[src/sv/assert_macros.svh]
// Assertion macros shared by the RTL of the job slot table.
// Depends on nothing; every user supplies clk and arst_n in scope.
`ifndef ASSERT_MACROS_SVH
`define ASSERT_MACROS_SVH

// Clocked assertion, off while reset is asserted.
`define ASSERT_CLK(label, prop, msg) \
	label: assert property (@(posedge clk) disable iff (!arst_n) prop) else $error(msg);

// Clocked implication, off while reset is asserted.
`define ASSERT_IMP(label, pre, post, msg) \
	label: assert property (@(posedge clk) disable iff (!arst_n) (pre) |-> (post)) \
		else $error(msg);

`endif

[src/sv/pjst_pkg.sv]
// Shared types and constants of the job slot table.
// No dependencies.
`default_nettype none
package pjst_pkg;
	localparam int MAX_JOBS_DEF = 16;
	localparam int MAX_RESULTS  = 16;
	localparam int RES_W        = 5;
	localparam logic [15:0] TAG_VALUE = 16'hbeef;

	localparam logic [2:0] ACT_REGISTER   = 3'd0;
	localparam logic [2:0] ACT_UNREGISTER = 3'd1;
	localparam logic [2:0] ACT_ENABLE     = 3'd2;
	localparam logic [2:0] ACT_DISABLE    = 3'd3;
	localparam logic [2:0] ACT_EXECUTE    = 3'd4;

	localparam logic [2:0] ST_OK      = 3'd0;
	localparam logic [2:0] ST_FULL    = 3'd1;
	localparam logic [2:0] ST_BAD     = 3'd2;
	localparam logic [2:0] ST_NOT_REG = 3'd3;
	localparam logic [2:0] ST_EMPTY   = 3'd4;

	typedef struct packed {
		logic [2:0]  action;
		logic [31:0] prio;
		logic [5:0]  slot;
		logic        bad;
	} pjst_cmd_t;
endpackage
`default_nettype wire

[src/sv/pjst_req_if.sv]
// Request channel of the job slot table: valid/ready plus command fields.
// No dependencies.
`default_nettype none
interface pjst_req_if;
	logic        valid;
	logic        ready;
	logic [2:0]  action;
	logic [31:0] priority_req;
	logic [31:0] handle;
	modport source (output valid, action, priority_req, handle, input ready);
	modport sink (input valid, action, priority_req, handle, output ready);
endinterface
`default_nettype wire

[src/sv/pjst_rsp_if.sv]
// Response channel of the job slot table: valid/ready plus result fields.
// No dependencies.
`default_nettype none
interface pjst_rsp_if;
	logic        valid;
	logic        ready;
	logic [31:0] handle_out;
	logic [5:0]  slot_index;
	logic [2:0]  status;
	logic        last;
	modport source (output valid, handle_out, slot_index, status, last, input ready);
	modport sink (input valid, handle_out, slot_index, status, last, output ready);
endinterface
`default_nettype wire

[src/sv/pjst_front.sv]
// Front end: accepts requests, checks handles, queues commands (2 deep).
// Depends on pjst_pkg and pjst_req_if.
`default_nettype none
module pjst_front #(
	parameter int MAX_JOBS = pjst_pkg::MAX_JOBS_DEF
) (
	input  logic              clk,
	input  logic              arst_n,
	pjst_req_if.sink          req,
	output logic              cmd_valid,
	output pjst_pkg::pjst_cmd_t cmd,
	input  logic              cmd_ready
);
	import pjst_pkg::*;

	pjst_cmd_t  q_q [2];
	logic       wr_ptr_q, rd_ptr_q;
	logic [1:0] cnt_q;
	logic       push, pop;
	pjst_cmd_t  new_cmd;

	assign req.ready = (cnt_q != 2'd2);
	// drop unknown actions: they give no result
	assign push = req.valid && req.ready && (req.action <= ACT_EXECUTE);
	assign pop  = cmd_valid && cmd_ready;
	assign cmd_valid = (cnt_q != 2'd0);
	assign cmd = q_q[rd_ptr_q];

	always_comb begin
		new_cmd.action = req.action;
		new_cmd.prio   = req.priority_req;
		new_cmd.slot   = req.handle[5:0];
		new_cmd.bad    = (req.handle[31:16] != TAG_VALUE) ||
			(req.handle[15:0] >= 16'(MAX_JOBS));
	end

	always_ff @(posedge clk or negedge arst_n) begin
		if (!arst_n) begin
			wr_ptr_q <= 1'b0;
			rd_ptr_q <= 1'b0;
			cnt_q    <= 2'd0;
		end else begin
			if (push) begin
				wr_ptr_q <= ~wr_ptr_q;
			end
			if (pop) begin
				rd_ptr_q <= ~rd_ptr_q;
			end
			cnt_q <= cnt_q + 2'(push) - 2'(pop);
		end
	end

	always_ff @(posedge clk) begin
		if (push) begin
			q_q[wr_ptr_q] <= new_cmd;
		end
	end
endmodule
`default_nettype wire

[src/sv/pjst_back.sv]
// Back end: slot state, command execution, execute dispatch, result register.
// Depends on pjst_pkg, pjst_rsp_if and assert_macros.svh.
`default_nettype none
`include "assert_macros.svh"
module pjst_back #(
	parameter int MAX_JOBS = pjst_pkg::MAX_JOBS_DEF
) (
	input  logic              clk,
	input  logic              arst_n,
	input  logic              cmd_valid,
	input  pjst_pkg::pjst_cmd_t cmd,
	output logic              cmd_ready,
	pjst_rsp_if.source        rsp
);
	import pjst_pkg::*;

	localparam int SW = (MAX_JOBS > 1) ? $clog2(MAX_JOBS) : 1;
	localparam int CW = $clog2(MAX_JOBS + 1);

	typedef enum logic [2:0] {S_IDLE, S_COUNT, S_SCAN, S_EMIT} state_t;

	state_t         state_q;
	logic [31:0]    prio_q [MAX_JOBS];
	logic [SW-1:0]  free_q [MAX_JOBS];
	logic [SW-1:0]  used_q [MAX_JOBS];
	logic [CW-1:0]  free_cnt_q, used_cnt_q;
	logic [CW-1:0]  idx_q, en_cnt_q;
	logic [RES_W-1:0] lim_q, emitted_q;
	logic           found_q, have_last_q;
	logic [31:0]    best_p_q, last_p_q;
	logic [CW-1:0]  best_pos_q, last_pos_q;
	logic [SW-1:0]  best_s_q;
	logic           out_valid_q;
	logic [31:0]    out_handle_q;
	logic [5:0]     out_slot_q;
	logic [2:0]     out_status_q;
	logic           out_last_q;

	logic           out_free;
	logic [CW-1:0]  fcm1;
	logic [SW-1:0]  cur_s, cmd_s, new_s;
	logic [31:0]    cur_p;
	logic           cur_in, cand, hit;
	logic [CW-1:0]  hit_pos;
	logic           reg_full, emit_end;
	logic           out_load;
	logic [31:0]    out_handle_d;
	logic [5:0]     out_slot_d;
	logic [2:0]     out_status_d;
	logic           out_last_d;

	assign out_free   = !out_valid_q || rsp.ready;
	assign cmd_ready  = (state_q == S_IDLE) && out_free;
	assign rsp.valid  = out_valid_q;
	assign rsp.handle_out = out_handle_q;
	assign rsp.slot_index = out_slot_q;
	assign rsp.status = out_status_q;
	assign rsp.last   = out_last_q;

	assign fcm1  = free_cnt_q - CW'(1);
	assign new_s = free_q[fcm1[SW-1:0]];
	assign reg_full = (free_cnt_q == '0) || (used_cnt_q >= CW'(MAX_JOBS));
	assign emit_end = (emitted_q + RES_W'(1) == lim_q);
	assign cmd_s = cmd.slot[SW-1:0];
	assign cur_in = (idx_q < used_cnt_q);
	assign cur_s = used_q[idx_q[SW-1:0]];
	assign cur_p = prio_q[cur_s];
	// candidate comes strictly after the last emitted job in (priority, position) order
	assign cand = !cur_p[31] && (!have_last_q || (cur_p > last_p_q) ||
		((cur_p == last_p_q) && (idx_q > last_pos_q)));

	always_comb begin
		hit = 1'b0;
		hit_pos = '0;
		for (int i = MAX_JOBS - 1; i >= 0; i--) begin
			if ((CW'(i) < used_cnt_q) && (used_q[i] == cmd_s)) begin
				hit = 1'b1;
				hit_pos = CW'(i);
			end
		end
	end

	// result register load: one source per state
	always_comb begin
		out_load     = 1'b0;
		out_handle_d = '0;
		out_slot_d   = '0;
		out_status_d = ST_OK;
		out_last_d   = 1'b1;
		case (state_q)
			S_IDLE: begin
				if (cmd_valid && out_free && (cmd.action != ACT_EXECUTE)) begin
					out_load = 1'b1;
					if (cmd.action == ACT_REGISTER) begin
						if (reg_full) begin
							out_status_d = ST_FULL;
						end else begin
							out_handle_d = {TAG_VALUE, 16'(new_s)};
							out_slot_d   = 6'(new_s);
						end
					end else if (cmd.bad) begin
						out_status_d = ST_BAD;
					end else begin
						out_slot_d = cmd.slot;
						if ((cmd.action == ACT_UNREGISTER) && !hit) begin
							out_status_d = ST_NOT_REG;
						end
					end
				end
			end
			S_COUNT: begin
				if (!cur_in && (en_cnt_q == '0) && out_free) begin
					out_load     = 1'b1;
					out_status_d = ST_EMPTY;
				end
			end
			S_EMIT: begin
				if (out_free) begin
					out_load   = 1'b1;
					out_slot_d = 6'(best_s_q);
					out_last_d = emit_end;
				end
			end
			default: ;
		endcase
	end

	always_ff @(posedge clk or negedge arst_n) begin
		if (!arst_n) begin
			state_q      <= S_IDLE;
			out_valid_q  <= 1'b0;
			out_handle_q <= '0;
			out_slot_q   <= '0;
			out_status_q <= ST_OK;
			out_last_q   <= 1'b0;
			free_cnt_q   <= CW'(MAX_JOBS);
			used_cnt_q   <= '0;
			for (int i = 0; i < MAX_JOBS; i++) begin
				free_q[i] <= SW'(i);
			end
		end else begin
			out_valid_q <= out_load || (out_valid_q && !rsp.ready);
			if (out_load) begin
				out_handle_q <= out_handle_d;
				out_slot_q   <= out_slot_d;
				out_status_q <= out_status_d;
				out_last_q   <= out_last_d;
			end
			unique case (state_q)
				S_IDLE: begin
					if (cmd_valid && out_free) begin
						if (cmd.action == ACT_REGISTER) begin
							if (!reg_full) begin
								free_cnt_q <= fcm1;
								prio_q[new_s] <= cmd.prio;
								used_q[used_cnt_q[SW-1:0]] <= new_s;
								used_cnt_q <= used_cnt_q + CW'(1);
							end
						end else if (cmd.action == ACT_EXECUTE) begin
							idx_q    <= '0;
							en_cnt_q <= '0;
							state_q  <= S_COUNT;
						end else if (!cmd.bad) begin
							if (cmd.action == ACT_UNREGISTER) begin
								if (hit) begin
									// close the gap, keep order
									for (int i = 0; i < MAX_JOBS - 1; i++) begin
										if ((CW'(i) >= hit_pos) && (CW'(i + 1) < used_cnt_q)) begin
											used_q[i] <= used_q[i + 1];
										end
									end
									used_cnt_q <= used_cnt_q - CW'(1);
									if (free_cnt_q < CW'(MAX_JOBS)) begin
										free_q[free_cnt_q[SW-1:0]] <= cmd_s;
										free_cnt_q <= free_cnt_q + CW'(1);
									end
								end
							end else if (cmd.action == ACT_ENABLE) begin
								prio_q[cmd_s][31] <= 1'b0;
							end else begin
								prio_q[cmd_s][31] <= 1'b1;
							end
						end
					end
				end
				S_COUNT: begin
					if (cur_in) begin
						if (!cur_p[31]) begin
							en_cnt_q <= en_cnt_q + CW'(1);
						end
						idx_q <= idx_q + CW'(1);
					end else if (en_cnt_q == '0) begin
						if (out_free) begin
							state_q <= S_IDLE;
						end
					end else begin
						lim_q <= (32'(en_cnt_q) > MAX_RESULTS) ? RES_W'(MAX_RESULTS)
							: RES_W'(en_cnt_q);
						emitted_q   <= '0;
						have_last_q <= 1'b0;
						found_q     <= 1'b0;
						idx_q       <= '0;
						state_q     <= S_SCAN;
					end
				end
				S_SCAN: begin
					if (cur_in) begin
						if (cand && (!found_q || cur_p < best_p_q)) begin
							found_q    <= 1'b1;
							best_p_q   <= cur_p;
							best_pos_q <= idx_q;
							best_s_q   <= cur_s;
						end
						idx_q <= idx_q + CW'(1);
					end else begin
						state_q <= S_EMIT;
					end
				end
				S_EMIT: begin
					if (out_free) begin
						emitted_q    <= emitted_q + RES_W'(1);
						last_p_q     <= best_p_q;
						last_pos_q   <= best_pos_q;
						have_last_q  <= 1'b1;
						found_q      <= 1'b0;
						idx_q        <= '0;
						state_q      <= emit_end ? S_IDLE : S_SCAN;
					end
				end
				default: state_q <= S_IDLE;
			endcase
		end
	end

	`ASSERT_CLK(a_count_sum, (32'(free_cnt_q) + 32'(used_cnt_q) == MAX_JOBS), "slot count mismatch")
	`ASSERT_IMP(a_emit_found, state_q == S_EMIT, found_q, "dispatch without a selected job")
	`ASSERT_IMP(a_emit_lim, (state_q == S_SCAN) || (state_q == S_EMIT), emitted_q < lim_q, "dispatch past limit")
endmodule
`default_nettype wire

[src/sv/priority_job_slot_table.sv]
// Top level of the job slot table: front end, command queue, back end.
// Depends on pjst_pkg, pjst_req_if, pjst_rsp_if, pjst_front, pjst_back.
//
//  channel | dir | transaction carries
//  req     | in  | action, priority_req, handle
//  rsp     | out | handle_out, slot_index, status, last
//
// Control commands pass through the queue, then are executed by the back end in S_IDLE.
// Execute scans the used list once to count the enabled jobs, then once per
// emitted job.
// Reset clears the free stack to 0..MAX_JOBS-1 and empties the used list.
// A stalled rsp holds the back end; the 2-deep queue keeps req open until it is full.
`default_nettype none
module priority_job_slot_table #(
	parameter int MAX_JOBS = pjst_pkg::MAX_JOBS_DEF
) (
	input  logic        clk,
	input  logic        arst_n,
	pjst_req_if.sink    req,
	pjst_rsp_if.source  rsp
);
	import pjst_pkg::*;

	logic      cmd_valid, cmd_ready;
	pjst_cmd_t cmd;

	pjst_front #(.MAX_JOBS(MAX_JOBS)) u_front (
		.clk(clk), .arst_n(arst_n), .req(req),
		.cmd_valid(cmd_valid), .cmd(cmd), .cmd_ready(cmd_ready)
	);

	pjst_back #(.MAX_JOBS(MAX_JOBS)) u_back (
		.clk(clk), .arst_n(arst_n),
		.cmd_valid(cmd_valid), .cmd(cmd), .cmd_ready(cmd_ready), .rsp(rsp)
	);
endmodule
`default_nettype wire
[src/flat_wrapper.sv]
// flat-port wrapper written by rule: the top's interface ports become plain ports
module priority_job_slot_table_flat import pjst_pkg::*;
#(
	parameter int MAX_JOBS = pjst_pkg::MAX_JOBS_DEF
)
  (clk, arst_n, req_valid, req_action, req_priority_req, req_handle, req_ready, rsp_valid, rsp_handle_out, rsp_slot_index, rsp_status, rsp_last, rsp_ready);
  pjst_req_if req_i ();
  pjst_rsp_if rsp_i ();
  input  logic clk;
  input  logic arst_n;
  input wire logic [$bits(req_i.valid)-1:0] req_valid;
  input wire logic [$bits(req_i.action)-1:0] req_action;
  input wire logic [$bits(req_i.priority_req)-1:0] req_priority_req;
  input wire logic [$bits(req_i.handle)-1:0] req_handle;
  output wire logic [$bits(req_i.ready)-1:0] req_ready;
  output wire logic [$bits(rsp_i.valid)-1:0] rsp_valid;
  output wire logic [$bits(rsp_i.handle_out)-1:0] rsp_handle_out;
  output wire logic [$bits(rsp_i.slot_index)-1:0] rsp_slot_index;
  output wire logic [$bits(rsp_i.status)-1:0] rsp_status;
  output wire logic [$bits(rsp_i.last)-1:0] rsp_last;
  input wire logic [$bits(rsp_i.ready)-1:0] rsp_ready;
  assign req_i.valid = req_valid;
  assign req_i.action = req_action;
  assign req_i.priority_req = req_priority_req;
  assign req_i.handle = req_handle;
  assign req_ready = req_i.ready;
  assign rsp_valid = rsp_i.valid;
  assign rsp_handle_out = rsp_i.handle_out;
  assign rsp_slot_index = rsp_i.slot_index;
  assign rsp_status = rsp_i.status;
  assign rsp_last = rsp_i.last;
  assign rsp_i.ready = rsp_ready;
  priority_job_slot_table #(.MAX_JOBS(MAX_JOBS)) u_core (.clk(clk), .arst_n(arst_n), .req(req_i), .rsp(rsp_i));
endmodule
[config.mk]
export PLATFORM = sky130hd
export DESIGN_NAME = priority_job_slot_table_flat
export DESIGN_NICKNAME = d
export VERILOG_FILES = /design/src/sv/pjst_pkg.sv /design/src/sv/pjst_req_if.sv /design/src/sv/pjst_rsp_if.sv /design/src/sv/pjst_front.sv /design/src/sv/pjst_back.sv /design/src/sv/priority_job_slot_table.sv /design/src/flat_wrapper.sv
export VERILOG_INCLUDE_DIRS = /design/src /design/src/sv
export SDC_FILE = /design/constraint.sdc
export NUM_CORES = 1
export LEC_CHECK = 0
export CORE_MARGIN = 2
export CORE_UTILIZATION = 29
export DETAILED_ROUTE_END_ITERATION = 6
export DONT_BUFFER_PORTS = 1
export SLEW_MARGIN = 20
export SYNTH_ARGS = -nofsm -noshare
export SYNTH_HDL_FRONTEND = slang
export SYNTH_HIERARCHICAL = 1
export SYNTH_SLANG_ARGS = --single-unit
[constraint.sdc]
create_clock -name clk -period 8.4 [get_ports clk]
set_input_delay 1.26 -clock clk [delete_from_list [all_inputs] [get_ports clk]]
set_output_delay 1.26 -clock clk [all_outputs]
set_load 0.1 [all_outputs]
==> summary.txt <==
=================================================================================
Top Usage Layer GRT                                                          met2
Max clock buf depth                                                             3
Global route total overflow                                                     0
Sinks on Clock Net                                                            860
Clock Skews                                                             0.0632 ns
Most common cell after layout, fill and taps aside                   sky130_fd_sc_hd__edfxtp_1
Instance area at placement                                             0.0403 mm2
Met1 track demand over resource                                             17.9%
Cell at the root of the clock tree                                   sky130_fd_sc_hd__clkbuf_16
Peak supply drop                                                       0.000511 V
Area growth, synth to finish                                                13.7%
Critical path class                                                  flop to flop
Netlist area before placement                                          0.0382 mm2
TritonCTS Buffers                                                              92
Floorplan row count                                                           133
Routed length per placed instance                                         21.4 um
Synthesized area divided by synthesized cell count                       16.4 um2
Share of the synthesized area in the top cell type                          59.7%
Remaining max-slew budget at the tightest pin                               23.2%
Number of enable-type register cells in the synthesized netlist               760
Insertion delay to the later sink of the worst-skew pair                  0.70 ns
TNS Setup                                                                    0 ns
Count of synthesis-stage warnings from yosys                                    6
Final routed wirelength across all metal layers                           89.7 mm
Clock slew seen by the registers of the worst setup and hold paths        0.06 ns
Hold Path Class                                                      input port to async pin
Met2 track demand over resource                                             21.3%
Endpoint kind of the worst setup timing path                                 flop
Clock period minus final worst setup slack                                7.19 ns
Design area                                                            0.0435 mm2
Final count of hold timing violations                                           0
Pins over their slew limit                                                      0
Die extent in y                                                            367 um
Final weighted congestion in routability-driven placement                   0.870
Total setup buffers inserted after CTS                                          0
Number of standard cells in the layout, taps in and fillers out              4188
Met3 track demand over resource                                             2.03%
Maximum frequency from static timing analysis                           0.139 GHz
Fraction of the yosys area taken by sequential cells                        66.3%
Share of the clock period used by the worst path                            85.6%
Port Buffers                                                                    0
Share of async-settable or async-resettable flops after synthesis           11.2%
CTS H-tree depth                                                                3
Power per cell area                                                    358 mW/mm2
Via count of the first global-routing pass                                  20300
Biggest area contributors in the synthesized netlist                 sky130_fd_sc_hd__edfxtp_1 (60%), sky130_fd_sc_hd__mux4_2 (9.1%), sky130_fd_sc_hd__mux2_2 (4.9%)
DRC violations left                                                             0
Number of top-level pins                                                      115
Number of instances in the synthesized netlist                               2330
Area occupied by registers                                             0.0254 mm2
Post-synthesis cell type with the largest combined area              sky130_fd_sc_hd__edfxtp_1
CP arrival                                                                7.51 ns
Multi-input combinational cell area                                    0.0120 mm2
Total number of nets in the final design                                     2518
Worst slew pin tran                                                       1.15 ns
Worst r2r path cells                                                           20
Die Footprint                                                           0.135 mm2
Total track usage                                                           13.2%
Combinational group share of total power                                    37.6%
Synth cell types                                                               83
R2r endpoint                                                         u_core/u_back/best_p_q[5]
Fillers                                                                     12700
Die width                                                                  367 um
Core Area                                                               0.131 mm2
Worst-path fanout max                                                          83
Largest net degree at the start of global routing                             105
Seq pwr share                                                               36.0%
Max Cap Viol                                                                    0
Routed via count                                                            20200
DP HPWL                                                                   55.3 mm
Initial Util                                                                29.2%
Initial DRC Count                                                            1508
Utilization after layout                                                    33.2%
Required @ worst endpoint                                                 8.72 ns
Number of optimization iterations in the first detailed-route pass              6
Register-to-register path setup slack                                     1.21 ns
Post-route antenna net violation count                                          0
Resized Gates After CTS                                                         0
Setup repair after global routing missed its margin                         false
Clock tree from TritonCTS                                                   built
Primary FF master, synth                                             sky130_fd_sc_hd__edfxtp_1
Switching power                                                           5.54 mW
Most frequent cells in the layout                                    sky130_fd_sc_hd__edfxtp_1 (760), sky130_fd_sc_hd__mux2_2 (168), sky130_fd_sc_hd__mux4_2 (154)
Proportion of power drawn by the clock network                              26.4%
Flops & latches, synth                                                        860
Fraction of final layout cells sized beyond drive strength 1                25.0%
Hold-fix buffer count after cts                                                 0
Leakage dissipation                                                       14.9 nW
First-pass GRT wire length                                                 134 mm
Sw Share                                                                    35.6%
Outcome                                                                 completed
Via-to-Cell Ratio                                                            4.83
Antenna violations before repair                                                1
Number of placed instances with taps included                                4014
Internal power                                                            10.0 mW
Nature of the critical path startpoint                                       flop
Number of failing setup endpoints in the final timing report                    0
=================================================================================
[per-stage QoR]
stage / worst slack (ns) / power, mW / hold WS, ns
after global routing: 0.577 / 16.4 / 0.241
after detailed placement: 1.10 / 11.6 / 0.405
final: 1.21 / 15.6 / 0.276
after floorplan: 2.53 / 10.1 / 0.400
after CTS: 1.15 / 15.7 / 0.215
after global placement: 1.10 / 11.5 / 0.405
[registers in the layout (all words and copies together), names as in the netlist, 6 cells and up, named ones only]
| register | flops |
|---|---|
| u_core/u_back/rsp.slot_index | 6 |
| u_core/u_back/best_p_q | 32 |
| u_core/u_back/last_p_q | 32 |
| u_core/u_back/prio_q | 512 |
| u_core/u_back/used_q | 64 |
| u_core/u_front/q_q | 84 |
| u_core/u_back/free_q | 64 |
[worst max-delay path, stage by stage, from the launching register on]
cell and delay [ns]:
sky130_fd_sc_hd__dfxtp_1 0.99, sky130_fd_sc_hd__mux4_2 0.37, sky130_fd_sc_hd__and2_1 0.12, sky130_fd_sc_hd__a21oi_1 0.04, sky130_fd_sc_hd__o21a_2 0.28, sky130_fd_sc_hd__inv_8 0.64, sky130_fd_sc_hd__buf_4 0.40, sky130_fd_sc_hd__mux4_2 0.52
sky130_fd_sc_hd__nor2b_1 0.14, sky130_fd_sc_hd__a211oi_1 0.23, sky130_fd_sc_hd__a21oi_1 0.14, sky130_fd_sc_hd__ha_1 0.38, sky130_fd_sc_hd__a211oi_1 0.25, sky130_fd_sc_hd__a21oi_1 0.10, sky130_fd_sc_hd__nor3_1 0.18, sky130_fd_sc_hd__o22ai_1 0.17
sky130_fd_sc_hd__nor4_1 0.42, sky130_fd_sc_hd__nor4b_4 0.08, sky130_fd_sc_hd__nor4_2 0.32, sky130_fd_sc_hd__and3_2 0.41, sky130_fd_sc_hd__buf_4 0.48
[cell type report]
class                           count  area share, %
Clock buffer                      114           5.67
Tap cell                         1755           5.05
Clock inverter                     58           1.47
Antenna cell                        1        0.00575
Timing Repair Buffer               48          0.978
Inverter                           94          0.834
Multi-Input combinational cell   1258           27.7
Sequential cell                   860           58.3
[power by group through the flow]
| stage | logic (mW) | registers, mW | clock network [mW] |
|---|---|---|---|
| 3_3_place_gp | 5.84 | 5.69 | 0 |
| 5_1_grt | 6.41 | 5.64 | 4.39 |
| 6_report | 5.85 | 5.60 | 4.11 |
| 2_1_floorplan | 4.49 | 5.57 | 0 |
| 3_5_place_dp | 5.88 | 5.69 | 0 |
| 4_1_cts | 5.91 | 5.61 | 4.22 |
[routing by layer]
layer | vias up | wire (um)
li1 | 9050 | -
met1 | 10500 | 40400
met2 | 509 | 42500
met3 | 123 | 4180
met4 | 0 | 2520
met5 | - | 0
[worst max-delay path by stage]
stage / end / start
2_1_floorplan: u_core/u_back/best_p_q[0] / flop
3_3_place_gp: u_core/u_back/best_p_q[17] / flop
3_5_place_dp: u_core/u_back/best_p_q[17] / flop
4_1_cts: u_core/u_back/best_p_q[5] / flop
5_1_grt: u_core/u_back/best_p_q[23] / flop
6_report: u_core/u_back/best_p_q[5] / flop
[cells by family after synthesis]
logic type	share of synthesized area, %
xor+xnor	2.15
compound gates	4.33
simple gates	5.64
fa+ha+maj	3.04
buf+inv	2.80
flops	66.3
mux	15.7
other cells	0.00981
[synthesized netlist by cell type, types with 7 or more instances]
| cell type | instances |
|---|---|
| sky130_fd_sc_hd__mux4_2 | 155 |
| sky130_fd_sc_hd__clkbuf_1 | 60 |
| sky130_fd_sc_hd__o21a_1 | 8 |
| sky130_fd_sc_hd__and3_1 | 8 |
| sky130_fd_sc_hd__and2_1 | 14 |
| sky130_fd_sc_hd__nor4_1 | 13 |
| sky130_fd_sc_hd__buf_4 | 41 |
| sky130_fd_sc_hd__a211oi_1 | 42 |
| sky130_fd_sc_hd__mux2_2 | 168 |
| sky130_fd_sc_hd__xnor2_1 | 46 |
| sky130_fd_sc_hd__nand4_1 | 22 |
| sky130_fd_sc_hd__nor2_1 | 99 |
| sky130_fd_sc_hd__a21oi_1 | 61 |
| sky130_fd_sc_hd__nand2b_1 | 9 |
| sky130_fd_sc_hd__dfrtp_1 | 63 |
| sky130_fd_sc_hd__nand3_1 | 28 |
| sky130_fd_sc_hd__o21ai_0 | 43 |
| sky130_fd_sc_hd__edfxtp_1 | 760 |
| sky130_fd_sc_hd__o211ai_1 | 7 |
| sky130_fd_sc_hd__nand2_1 | 103 |
| sky130_fd_sc_hd__xor2_1 | 48 |
| sky130_fd_sc_hd__buf_2 | 20 |
| sky130_fd_sc_hd__nor3_1 | 26 |
| sky130_fd_sc_hd__inv_1 | 91 |
| sky130_fd_sc_hd__dfstp_2 | 33 |
| sky130_fd_sc_hd__ha_1 | 93 |
| sky130_fd_sc_hd__nor2b_1 | 72 |
| sky130_fd_sc_hd__mux2i_1 | 52 |
| sky130_fd_sc_hd__a21o_1 | 16 |
(Power assumes the default switching activity.)
